[config.mk]
export PLATFORM = sky130hd
export DESIGN_NAME = ffba_ctrl
export DESIGN_NICKNAME = d
export VERILOG_FILES = /design/src/rtl/ffba_pkg.sv /design/src/rtl/ffba_ctrl.sv
export SDC_FILE = /design/constraint.sdc
export NUM_CORES = 1
export LEC_CHECK = 0
export BUFFER_PORTS_ARGS = -buffer_cell sky130_fd_sc_hd__buf_2
export CAP_MARGIN = 25
export CORE_ASPECT_RATIO = 1.25
export CORE_UTILIZATION = 40
export DETAILED_ROUTE_END_ITERATION = 10
export PLACE_DENSITY = 0.65
export REMOVE_ABC_BUFFERS = 1
export SYNTH_ARGS = -nofsm -noshare
export SYNTH_HDL_FRONTEND = slang
export SYNTH_SLANG_ARGS = --single-unit
[constraint.sdc]
create_clock -name clk -period 3.2 [get_ports clk]
set_input_delay 0.48 -clock clk [delete_from_list [all_inputs] [get_ports clk]]
set_output_delay 0.48 -clock clk [all_outputs]
set_load 0.05 [all_outputs]
[src/rtl/ffba_pkg.sv]
`default_nettype none

package ffba_pkg;

  // block numbers are 10 bits wide, so at most 1024 blocks can be named
  localparam int BLK_W          = 10;
  localparam int CNT_W          = 11;
  localparam int NUM_SPACE      = 1024;
  localparam int MAX_BLOCKS_DEF = 1024;

  typedef enum logic {
    OP_ALLOC = 1'b0,
    OP_FREE  = 1'b1
  } op_t;

  typedef enum logic [1:0] {
    ST_OK           = 2'd0,
    ST_ALREADY_FREE = 2'd1,
    ST_RANGE        = 2'd2,
    ST_FULL         = 2'd3
  } status_t;

  typedef enum logic {
    S_IDLE = 1'b0,
    S_EXEC = 1'b1
  } state_t;

  typedef struct packed {
    op_t              op;
    logic [BLK_W-1:0] block_no;
  } in_word_t;

  typedef struct packed {
    logic [BLK_W-1:0] block_no_out;
    status_t          status;
  } out_word_t;

endpackage

`default_nettype wire

[src/rtl/ffba_ctrl.sv]
`default_nettype none

module ffba_ctrl
  import ffba_pkg::*;
#(
  parameter int DEPTH = MAX_BLOCKS_DEF
) (
  input  wire logic                     clk,
  input  wire logic                     rst_n,
  input  wire logic                     in_valid,
  output logic                          in_ready,
  input  wire in_word_t                 in_data,
  output logic                          out_valid,
  input  wire logic                     out_ready,
  output out_word_t                     out_data,
  output logic                          link_rd_en,
  output logic      [$clog2(DEPTH)-1:0] link_rd_addr,
  input  wire logic [BLK_W-1:0]         link_rd_data,
  output logic                          link_wr_en,
  output logic      [$clog2(DEPTH)-1:0] link_wr_addr,
  output logic      [BLK_W-1:0]         link_wr_data,
  output logic                          mark_rd_en,
  output logic      [$clog2(DEPTH)-1:0] mark_rd_addr,
  input  wire logic                     mark_rd_data,
  output logic                          mark_wr_en,
  output logic      [$clog2(DEPTH)-1:0] mark_wr_addr,
  output logic                          mark_wr_data
);

  localparam int IW = $clog2(DEPTH);
  localparam logic [CNT_W-1:0] LIMIT = CNT_W'(DEPTH);

  state_t           state_r, state_nxt;
  op_t              op_r;
  logic [BLK_W-1:0] blk_r;
  logic [BLK_W-1:0] head_r, head_nxt;
  logic [BLK_W-1:0] tail_r, tail_nxt;
  logic             empty_r, empty_nxt;
  logic [CNT_W-1:0] used_r, used_nxt;
  logic             out_valid_r, out_valid_nxt;
  out_word_t        out_data_r, out_data_nxt;
  logic             in_accept;
  logic [BLK_W-1:0] res_blk;
  status_t          res_st;

  assign in_ready  = (state_r == S_IDLE);
  assign in_accept = in_valid && in_ready;

  // both memories are read when a word is taken
  assign link_rd_en   = in_accept;
  assign link_rd_addr = head_r[IW-1:0];
  assign mark_rd_en   = in_accept;
  assign mark_rd_addr = in_data.block_no[IW-1:0];

  assign out_valid = out_valid_r;
  assign out_data  = out_data_r;

  always_ff @(posedge clk) begin
    if (!rst_n) begin
      state_r     <= S_IDLE;
      head_r      <= '0;
      tail_r      <= '0;
      empty_r     <= 1'b1;
      used_r      <= CNT_W'(1);
      out_valid_r <= 1'b0;
    end else begin
      state_r     <= state_nxt;
      head_r      <= head_nxt;
      tail_r      <= tail_nxt;
      empty_r     <= empty_nxt;
      used_r      <= used_nxt;
      out_valid_r <= out_valid_nxt;
    end
  end

  always_ff @(posedge clk) begin
    out_data_r <= out_data_nxt;
    if (in_accept) begin
      op_r  <= in_data.op;
      blk_r <= in_data.block_no;
    end
  end

  always_comb begin
    state_nxt     = state_r;
    head_nxt      = head_r;
    tail_nxt      = tail_r;
    empty_nxt     = empty_r;
    used_nxt      = used_r;
    out_valid_nxt = out_valid_r;
    out_data_nxt  = out_data_r;
    link_wr_en    = 1'b0;
    link_wr_addr  = tail_r[IW-1:0];
    link_wr_data  = blk_r;
    mark_wr_en    = 1'b0;
    mark_wr_addr  = blk_r[IW-1:0];
    mark_wr_data  = 1'b0;
    res_blk       = '0;
    res_st        = ST_OK;

    if (out_valid_r && out_ready) begin
      out_valid_nxt = 1'b0;
    end

    case (state_r)
      S_IDLE: begin
        if (in_valid) begin
          state_nxt = S_EXEC;
        end
      end
      S_EXEC: begin
        if (!out_valid_r || out_ready) begin
          state_nxt     = S_IDLE;
          out_valid_nxt = 1'b1;
          case (op_r)
            OP_ALLOC: begin
              if (!empty_r) begin
                // pop the oldest free block
                res_blk      = head_r;
                mark_wr_en   = 1'b1;
                mark_wr_addr = head_r[IW-1:0];
                if (head_r != tail_r) begin
                  head_nxt = link_rd_data;
                end else begin
                  empty_nxt = 1'b1;
                  head_nxt  = '0;
                  tail_nxt  = '0;
                end
              end else if (used_r >= LIMIT) begin
                res_st = ST_FULL;
              end else begin
                // fresh block: its free mark is written here for the first time
                res_blk      = used_r[BLK_W-1:0];
                mark_wr_en   = 1'b1;
                mark_wr_addr = used_r[IW-1:0];
                used_nxt     = used_r + CNT_W'(1);
              end
            end
            OP_FREE: begin
              if (blk_r == '0 || {1'b0, blk_r} >= used_r) begin
                res_st = ST_RANGE;
              end else if (mark_rd_data) begin
                res_st = ST_ALREADY_FREE;
              end else begin
                if (!empty_r) begin
                  link_wr_en = 1'b1;
                end else begin
                  head_nxt = blk_r;
                end
                tail_nxt     = blk_r;
                empty_nxt    = 1'b0;
                mark_wr_en   = 1'b1;
                mark_wr_data = 1'b1;
              end
            end
            default: begin
              res_st = ST_OK;
            end
          endcase
          out_data_nxt.block_no_out = res_blk;
          out_data_nxt.status       = res_st;
        end
      end
      default: begin
        state_nxt = S_IDLE;
      end
    endcase
  end

endmodule

`default_nettype wire

Word-level counts from Yosys, hierarchy flattened
Cells that the tools add are included.
{"block": "totals", "ff_bits": 57, "latch_bits": 0, "ram_bits": 0, "mem_bits_ro": 0, "input_bits": 26, "wordCells": 83, "n_memories": 0}
{"block": "op_classes", "add_sub_neg": 1, "multipliers": 0, "div_mod_pow": 0, "order_cmp": 2, "eq_ne": 6, "n_shift": 0, "mux": 50, "bitwise": 3, "n_reduce_logical": 11}
{"op": "$mux 10", "n": 16}
{"op": "$pmux 10 s2", "n": 2}
{"op": "$mux 1", "n": 25}
{"op": "$reduce_and 6->1", "n": 2}
{"op": "$add 11x1->11 const B", "n": 1}
{"op": "$ge 10x11->1", "n": 1}
{"op": "$ge 11x11->1 const B", "n": 1}
{"op": "$logic_not 10->1", "n": 1}
{"op": "$ne 10x10->1", "n": 1}
{"op": "$ne 2x2->1 const B", "n": 4}
{"op": "$mux 2", "n": 3}
{"op": "$pmux 1 s2", "n": 3}
{"op": "$reduce_and 5->1", "n": 1}
{"op": "$pmux 2 s2", "n": 1}
{"op": "$reduce_and 4->1", "n": 1}
{"op": "$not 1->1", "n": 3}
{"op": "$logic_and 1x1->1", "n": 2}
{"op": "$logic_or 1x1->1", "n": 2}
{"op": "$ne 2x1->1 const B", "n": 1}
{"op": "$reduce_and 2->1", "n": 1}
{"op": "$logic_not 1->1", "n": 1}

Logic depth before layout (Yosys ltp)
Gate-level depths: netlist of the first run.
{"block": "logic_depth", "ltp_word": 6, "depth_mapped": 9, "mapped_depth_nobuf": 8}

Least setup slack after synthesis of the first run
Ideal clock, no wire load.
{"block": "synth_path", "kind": "register to output", "start": "register blk_r[9], in the netlist link_wr_data[9]", "end": "output port link_wr_en", "arrival_ps": 2851, "required_ps": 2720, "setup_slack_ps": -131, "stages_incl_launch_ff": 8, "cell_sequence": "edfxtp_1 ha_1 nand4b_1 nor3_1 a41o_1 or4_1 clkbuf_1 nor2_1"}
{"block": "synth_via", "elab_chain_cells": 6, "elab_cells_between_ends": 7, "classes_between": "1 x order compare; 4 x mux; 2 x reduce/logical"}
{"element": "start, declared", "line": "ffba_ctrl.sv:35", "source": "logic [BLK_W-1:0] blk_r;"}
{"element": "start signal, assigned", "line": "ffba_ctrl.sv:80", "source": "blk_r <= in_data.block_no;"}
{"element": "$ge 10x11->1 / $logic_not 10->1 (equally long branches)", "line": "ffba_ctrl.sv:140", "source": "if (blk_r == '0 || {1'b0, blk_r} >= used_r) begin"}
{"element": "$logic_or 1x1->1 *", "line": "ffba_ctrl.sv:140"}
{"element": "$mux 1 *", "line": "ffba_ctrl.sv:140"}
{"element": "$mux 1 *", "line": "ffba_ctrl.sv:115", "source": "case (op_r)"}
{"element": "$mux 1 *", "line": "ffba_ctrl.sv:112", "source": "if (!out_valid_r || out_ready) begin"}
{"element": "$mux 1 *", "line": "ffba_ctrl.sv:105", "source": "case (state_r)"}
{"element": "end, declared", "line": "ffba_ctrl.sv:19", "source": "output logic link_wr_en,"}
Every way passes the cells marked *; elsewhere a longest branch is shown, timed or not.

Worst setup path after layout of the first run
{"block": "layout_path", "start": "register blk_r[6], in the netlist link_wr_data[6]", "end": "output port link_wr_en"}
Same word-level chain as after synthesis.

==> results of run 1 <==
[power by group through the flow]
stage	Combinational, uW	Clock, uW	Sequential (uW)
3_5_place_dp	344	0	822
4_1_cts	345	720	805
3_3_place_gp	343	0	820
5_1_grt	368	758	807
6_report	348	710	805
2_1_floorplan	146	0	885
[layer usage]
metal | track usage | wire length, um
met1 | 0.278 | 3560
met2 | 0.372 | 4300
met3 | 0.0596 | 537
met4 | 0.120 | 313
met5 | 0 | 0
[layout by cell type, fill, tap and decap left out, types with 6 or more instances in the layout]
cell,instances
clkbuf_8,11
a22oi_1,9
mux2i_1,12
inv_1,15
and2_1,9
buf_2,93
ha_1,11
o21ai_1,9
nor2_1,20
dfxtp_1,34
nand3_1,18
o31ai_2,9
a21oi_1,11
xnor2_1,8
a22o_1,6
edfxtp_1,23
nand4_1,12
buf_4,19
xor2_1,10
nand2_1,20
[layout make-up]
type / instances / area (um2)
Tap cell: 92 / 115
Inverter: 15 / 56.3
Sequential cell: 57 / 1370
Multi-Input combinational cell: 211 / 1440
Clock inverter: 3 / 17.5
Fill cell: 720 / 3550
Timing Repair Buffer: 112 / 608
Clock buffer: 13 / 201
[repair_timing]
item                                   4_1_cts  5_1_grt
gates resized for setup                      0        2
buffers inserted                             0        3
endpoints found under the hold margin        0        0
setup endpoints to repair                    0        2
[cell families after synthesis]
| group | share of synthesized area |
|---|---|
| AOI/OAI and AO/OA | 0.166 |
| xor gates and xnor gates | 0.0522 |
| adders and majority gates | 0.0456 |
| buffers and inverters | 0.0688 |
| DFF | 0.454 |
| muxes | 0.0398 |
| and+or+nand+nor | 0.173 |
[state kept, by name (all words and copies together), names as in the netlist]
register	flops
op_r	1
out_valid	1
used_r	11
link_rd_addr	10
state_r	1
link_wr_addr	10
empty_r	1
out_data	12
link_wr_data	10
[final timing paths]
| kind | start | to | cells past startpoint |
|---|---|---|---|
| max | link_wr_data[6] | link_wr_en | 7 |
| min | in_data[10] | op_r | 1 |
| max reg2reg | link_wr_data[4] | link_rd_addr[3] | 7 |
| min reg2reg | link_wr_addr[6] | link_wr_addr[6] | 2 |
[through the flow]
| step | setup TNS [ps] | setup WS, ps | cells |
|---|---|---|---|
| finish | 0 | 113 | 503 |
| global route | 0 | 25.9 | 503 |
| CTS | 0 | 44.1 | 500 |
| detailed placement | 0 | 428 | 484 |
| global placement | 0 | 484 | 484 |
| floorplan | -208 | -208 | 283 |
[worst register-to-register path, delay by kind of cell (launching register included)]
family	cells	cell delay (ps)
AND/OR/NAND/NOR	4	1470
buffers and inverters	1	190
AO/OA/AOI/OAI	2	300
flip-flops	1	420
==> out/metrics.cfg, run 1 <==
[worst_setup_path]
reg2reg_slack_ps=690
crit_arrival_ps=2610
cpPeakStageDelay_ps=540
crit_fanout=6
crit_chain=ha_1, nand2_1, nor3_1, a41o_1, or4_1, nor2_1, buf_4
end_kind=output pin
required_ps=2720
cpMaxStageDelayCell=or4_1
crit_family=simple AND/OR/NAND/NOR gates
cp-start-kind=register
crit_type=register to output pin
crit_buf_inv=1

[power]
p_per_area_nw_per_um2=489
pwr-share-clk=0.381
sw_frac_of_total=0.308
combPwrFrac=0.187
power.leakage_uw=0.00169
peakVddDrop_uv=235
p_seq_frac=0.432
p_switching_uw=574
p_int_uw=1290
power_uw=1860

[clock_network]
tritoncts=built
cts_hold_buf=0
clkLatencyLatePin_ps=350
cts.path.max_buffers=2
clkTransAtPathRegs_ps=70
cts_root_buffer=clkbuf_8
cts_buffers=9
htreeDepth=3
cts.sinks=57

[yosys]
yosysMostFrequentCell=dfxtp_1
ys_ff_latch=57
synth_common_cells=34 x dfxtp_1, 23 x edfxtp_1, 20 x nand2_1, 20 x nor2_1, 18 x nand3_1
synth_area_leaders=edfxtp_1 23%, dfxtp_1 23%, ha_1 4.6%
syn_avg_cell_area_um2=9.70
synth-edff-count=23
synth_cell_types=39
yosysWarnings=0
synth_top_area_frac=0.229
synthCells=311
ys_seq_area_frac=0.454
async_flop_share=0
syn_area_um2=3020
synth-main-ff-cell=dfxtp_1
yosysTopAreaCell=edfxtp_1

[global_route]
grt_usage=0.230
gr-total-overflow=0
grt_pass1_wl_um=13400
antenna_found_initial=0
grt_pass1_vias=2587
grt_max_degree=28

[placed_design]
io_buffers=94
place_congestion=0.938
hpwlAfterDp_um=6520
postPlaceCellArea_um2=3560

[detailed_routing]
vias=2724
viasPerCell=5.42
drtIter0Drc=184
antenna_left=0
drt-pass1-iter-count=4
drcViolationCount=0
wl_um=8710
post_drt_wl_per_cell_um=17.3

[floorplan]
rows=35
coreArea_um2=7360
boundaryPins=95
die_area_um2=7900
die_w_um=79.7
die_y_um=99.1
start_util=0.410

[timing]
relSlewSlack=0.576
worst_pin_slew_ps=631
hold_violations=0
timing.hold.ws_ps=308
rsz0062_at_grt=false
finalMaxSlewViolations=0
clock_skew_ps=9.05
setup_viol=0
period_share=0.965
fin_crit_ps=3090
max_clock_freq_mhz=324

[layout]
antennaDiodeCount=0
nets=443
area_delta_synth_final_pct=26.2
drive_gt1_frac=0.338
final_cell_area_um2=3810
final_util=0.518

[run_status]
status=finished clean

[flow_run]
cap_violations=0

[worst_hold_path]
hold_path.class=input port to register

(Power assumes the default switching activity.)
==> run 2: changes to the inputs <==
--- a/config.mk
+++ b/config.mk
@@ -9,9 +9,9 @@
 export CAP_MARGIN = 25
 export CORE_ASPECT_RATIO = 1.25
 export CORE_UTILIZATION = 40
+export CTS_BUF_LIST = sky130_fd_sc_hd__clkbuf_2 sky130_fd_sc_hd__clkbuf_4 sky130_fd_sc_hd__clkbuf_8
 export DETAILED_ROUTE_END_ITERATION = 10
 export PLACE_DENSITY = 0.65
-export REMOVE_ABC_BUFFERS = 1
 export SYNTH_ARGS = -nofsm -noshare
 export SYNTH_HDL_FRONTEND = slang
 export SYNTH_SLANG_ARGS = --single-unit
==> run 2 against run 1 <==
Fmax grew 1.1%. Sequential power is essentially flat. Flip-flop and latch count is the same. Hold slack gained 8.3 ps. Clock-buffer cell count is the same. Critical endpoint is now mark_wr_data. Largest power group unchanged.
==> out/metrics.cfg, run 2 (synthesis results as in run 1) <==
[run_status]
status=finished clean

[timing]
period_share=0.954
hold_violations=0
max_clock_freq_mhz=327
fin_crit_ps=3050
worst_pin_slew_ps=576
finalMaxSlewViolations=0
rsz0062_at_grt=false
tns_ps=0
clock_skew_ps=11.9
relSlewSlack=0.613
setup_viol=0

[clock_network]
post_cts_buffers=0
cts_buffers=9
clkLatencyLatePin_ps=340
htreeDepth=3
cts_resized=0
cts.sinks=57
clkTransAtPathRegs_ps=70
cts_hold_buf=0
tritoncts=built
cts.path.max_buffers=2
cts_root_buffer=clkbuf_8

[worst_hold_path]
whs_path_depth=1
hold_path.class=input port to register

[detailed_routing]
antenna_left=0
wl_um=8730
drcViolationCount=0
viasPerCell=5.47
vias=2746
post_drt_wl_per_cell_um=17.4
drt-pass1-iter-count=4
drtIter0Drc=258

[power]
p_int_uw=1200
p_per_area_nw_per_um2=467
p_switching_uw=559
combPwrFrac=0.197
pwr-share-clk=0.344
peakVddDrop_uv=270
sw_frac_of_total=0.318
power.leakage_uw=0.00167
p_seq_frac=0.459

[global_route]
grt_usage=0.231
grt_max_degree=28
antenna_found_initial=0
gr-total-overflow=0
grt_pass1_wl_um=13400
grt_pass1_vias=2524

[floorplan]
rows=35
start_util=0.410
die_y_um=99.1
die_area_um2=7900
boundaryPins=95
die_w_um=79.7
coreArea_um2=7360

[layout]
final_common_cell=buf_2
fin_cells=502
drive_gt1_frac=0.339
mostFrequentLayoutCells=94 x buf_2, 34 x dfxtp_1, 23 x edfxtp_1
multi_input_area_um2=1440
regArea_um2=1370
largest_reg_flops=12
area_delta_synth_final_pct=24.6
final_util=0.511
nets=442
antennaDiodeCount=0
fillers=703

[worst_setup_path]
cp-start-kind=register
end_kind=output pin
crit_family=simple AND/OR/NAND/NOR gates
crit_buf_inv=2
cpPeakStageDelay_ps=560
crit_type=register to output pin
crit_fanout=6
r2r_cells=7
cpMaxStageDelayCell=or4_1
crit_chain=ha_1, nand2_1, nor3_1, a41o_1, or4_1, inv_1, buf_2
reg2reg_slack_ps=690
crit_arrival_ps=2570
critical_path_depth=7
required_ps=2720

[placed_design]
place_congestion=0.987
io_buffers=94
hpwlAfterDp_um=6530
dp_cells=486

[flow_run]
cap_violations=0

[yosys]
syn-num-nets=348

run 2: cell count changes in the layout (fill, tap and decap cells not counted):
cell | before | now
clkbuf_4 | 0 | 3
nor2_2 | 0 | 1
buf_4 | 19 | 17
nor2_1 | 20 | 19
clkbuf_16 | 2 | 0
clkbuf_8 | 11 | 10
buf_2 | 93 | 94
run 2: worst paths after layout:
path	startpoint	endpoint
max	link_wr_data[5]	mark_wr_data
min	in_data[10]	op_r
max reg2reg	link_wr_data[5]	link_rd_addr[8]
min reg2reg	link_wr_addr[5]	link_wr_addr[5]
run 2: area by class of cell:
type / instances / share of cell area
timing repair buffer: 111 / 0.159
clock buffer: 13 / 0.0426
inverter: 15 / 0.0150
sequential: 57 / 0.365
clock inverter: 3 / 0.00466
multi-input combinational: 211 / 0.383
tap: 92 / 0.0306
run 2: stage by stage:
step | total power, uW | cell area (um2) | hold WS (ps) | setup WS, ps
6_report | 1760 | 3760 | 316 | 146
5_1_grt | 1820 | 3760 | 302 | 29.4
3_3_place_gp | 1170 | 3580 | 468 | 520
3_5_place_dp | 1170 | 3580 | 481 | 497
2_1_floorplan | 1070 | 3020 | 491 | 90.4
4_1_cts | 1770 | 3760 | 303 | 124
run 2: routing by layer:
metal | vias up | wire [um] | GRT usage | share of wire
li1 | 1313 | - | - | -
met1 | 1286 | 3660 | 0.293 | 0.42
met2 | 120 | 4190 | 0.360 | 0.48
met3 | 27 | 497 | 0.0459 | 0.057
met4 | 0 | 388 | 0.141 | 0.044
met5 | - | 0 | 0 | 0
run 2: power by group through the flow:
stage               registers (uW)  logic (uW)  clock network [uW]
floorplan                      879         194                   0
global placement               821         344                   0
detailed placement             822         347                   0
CTS                            806         348                 620
global route                   808         367                 648
finish                         806         347                 604
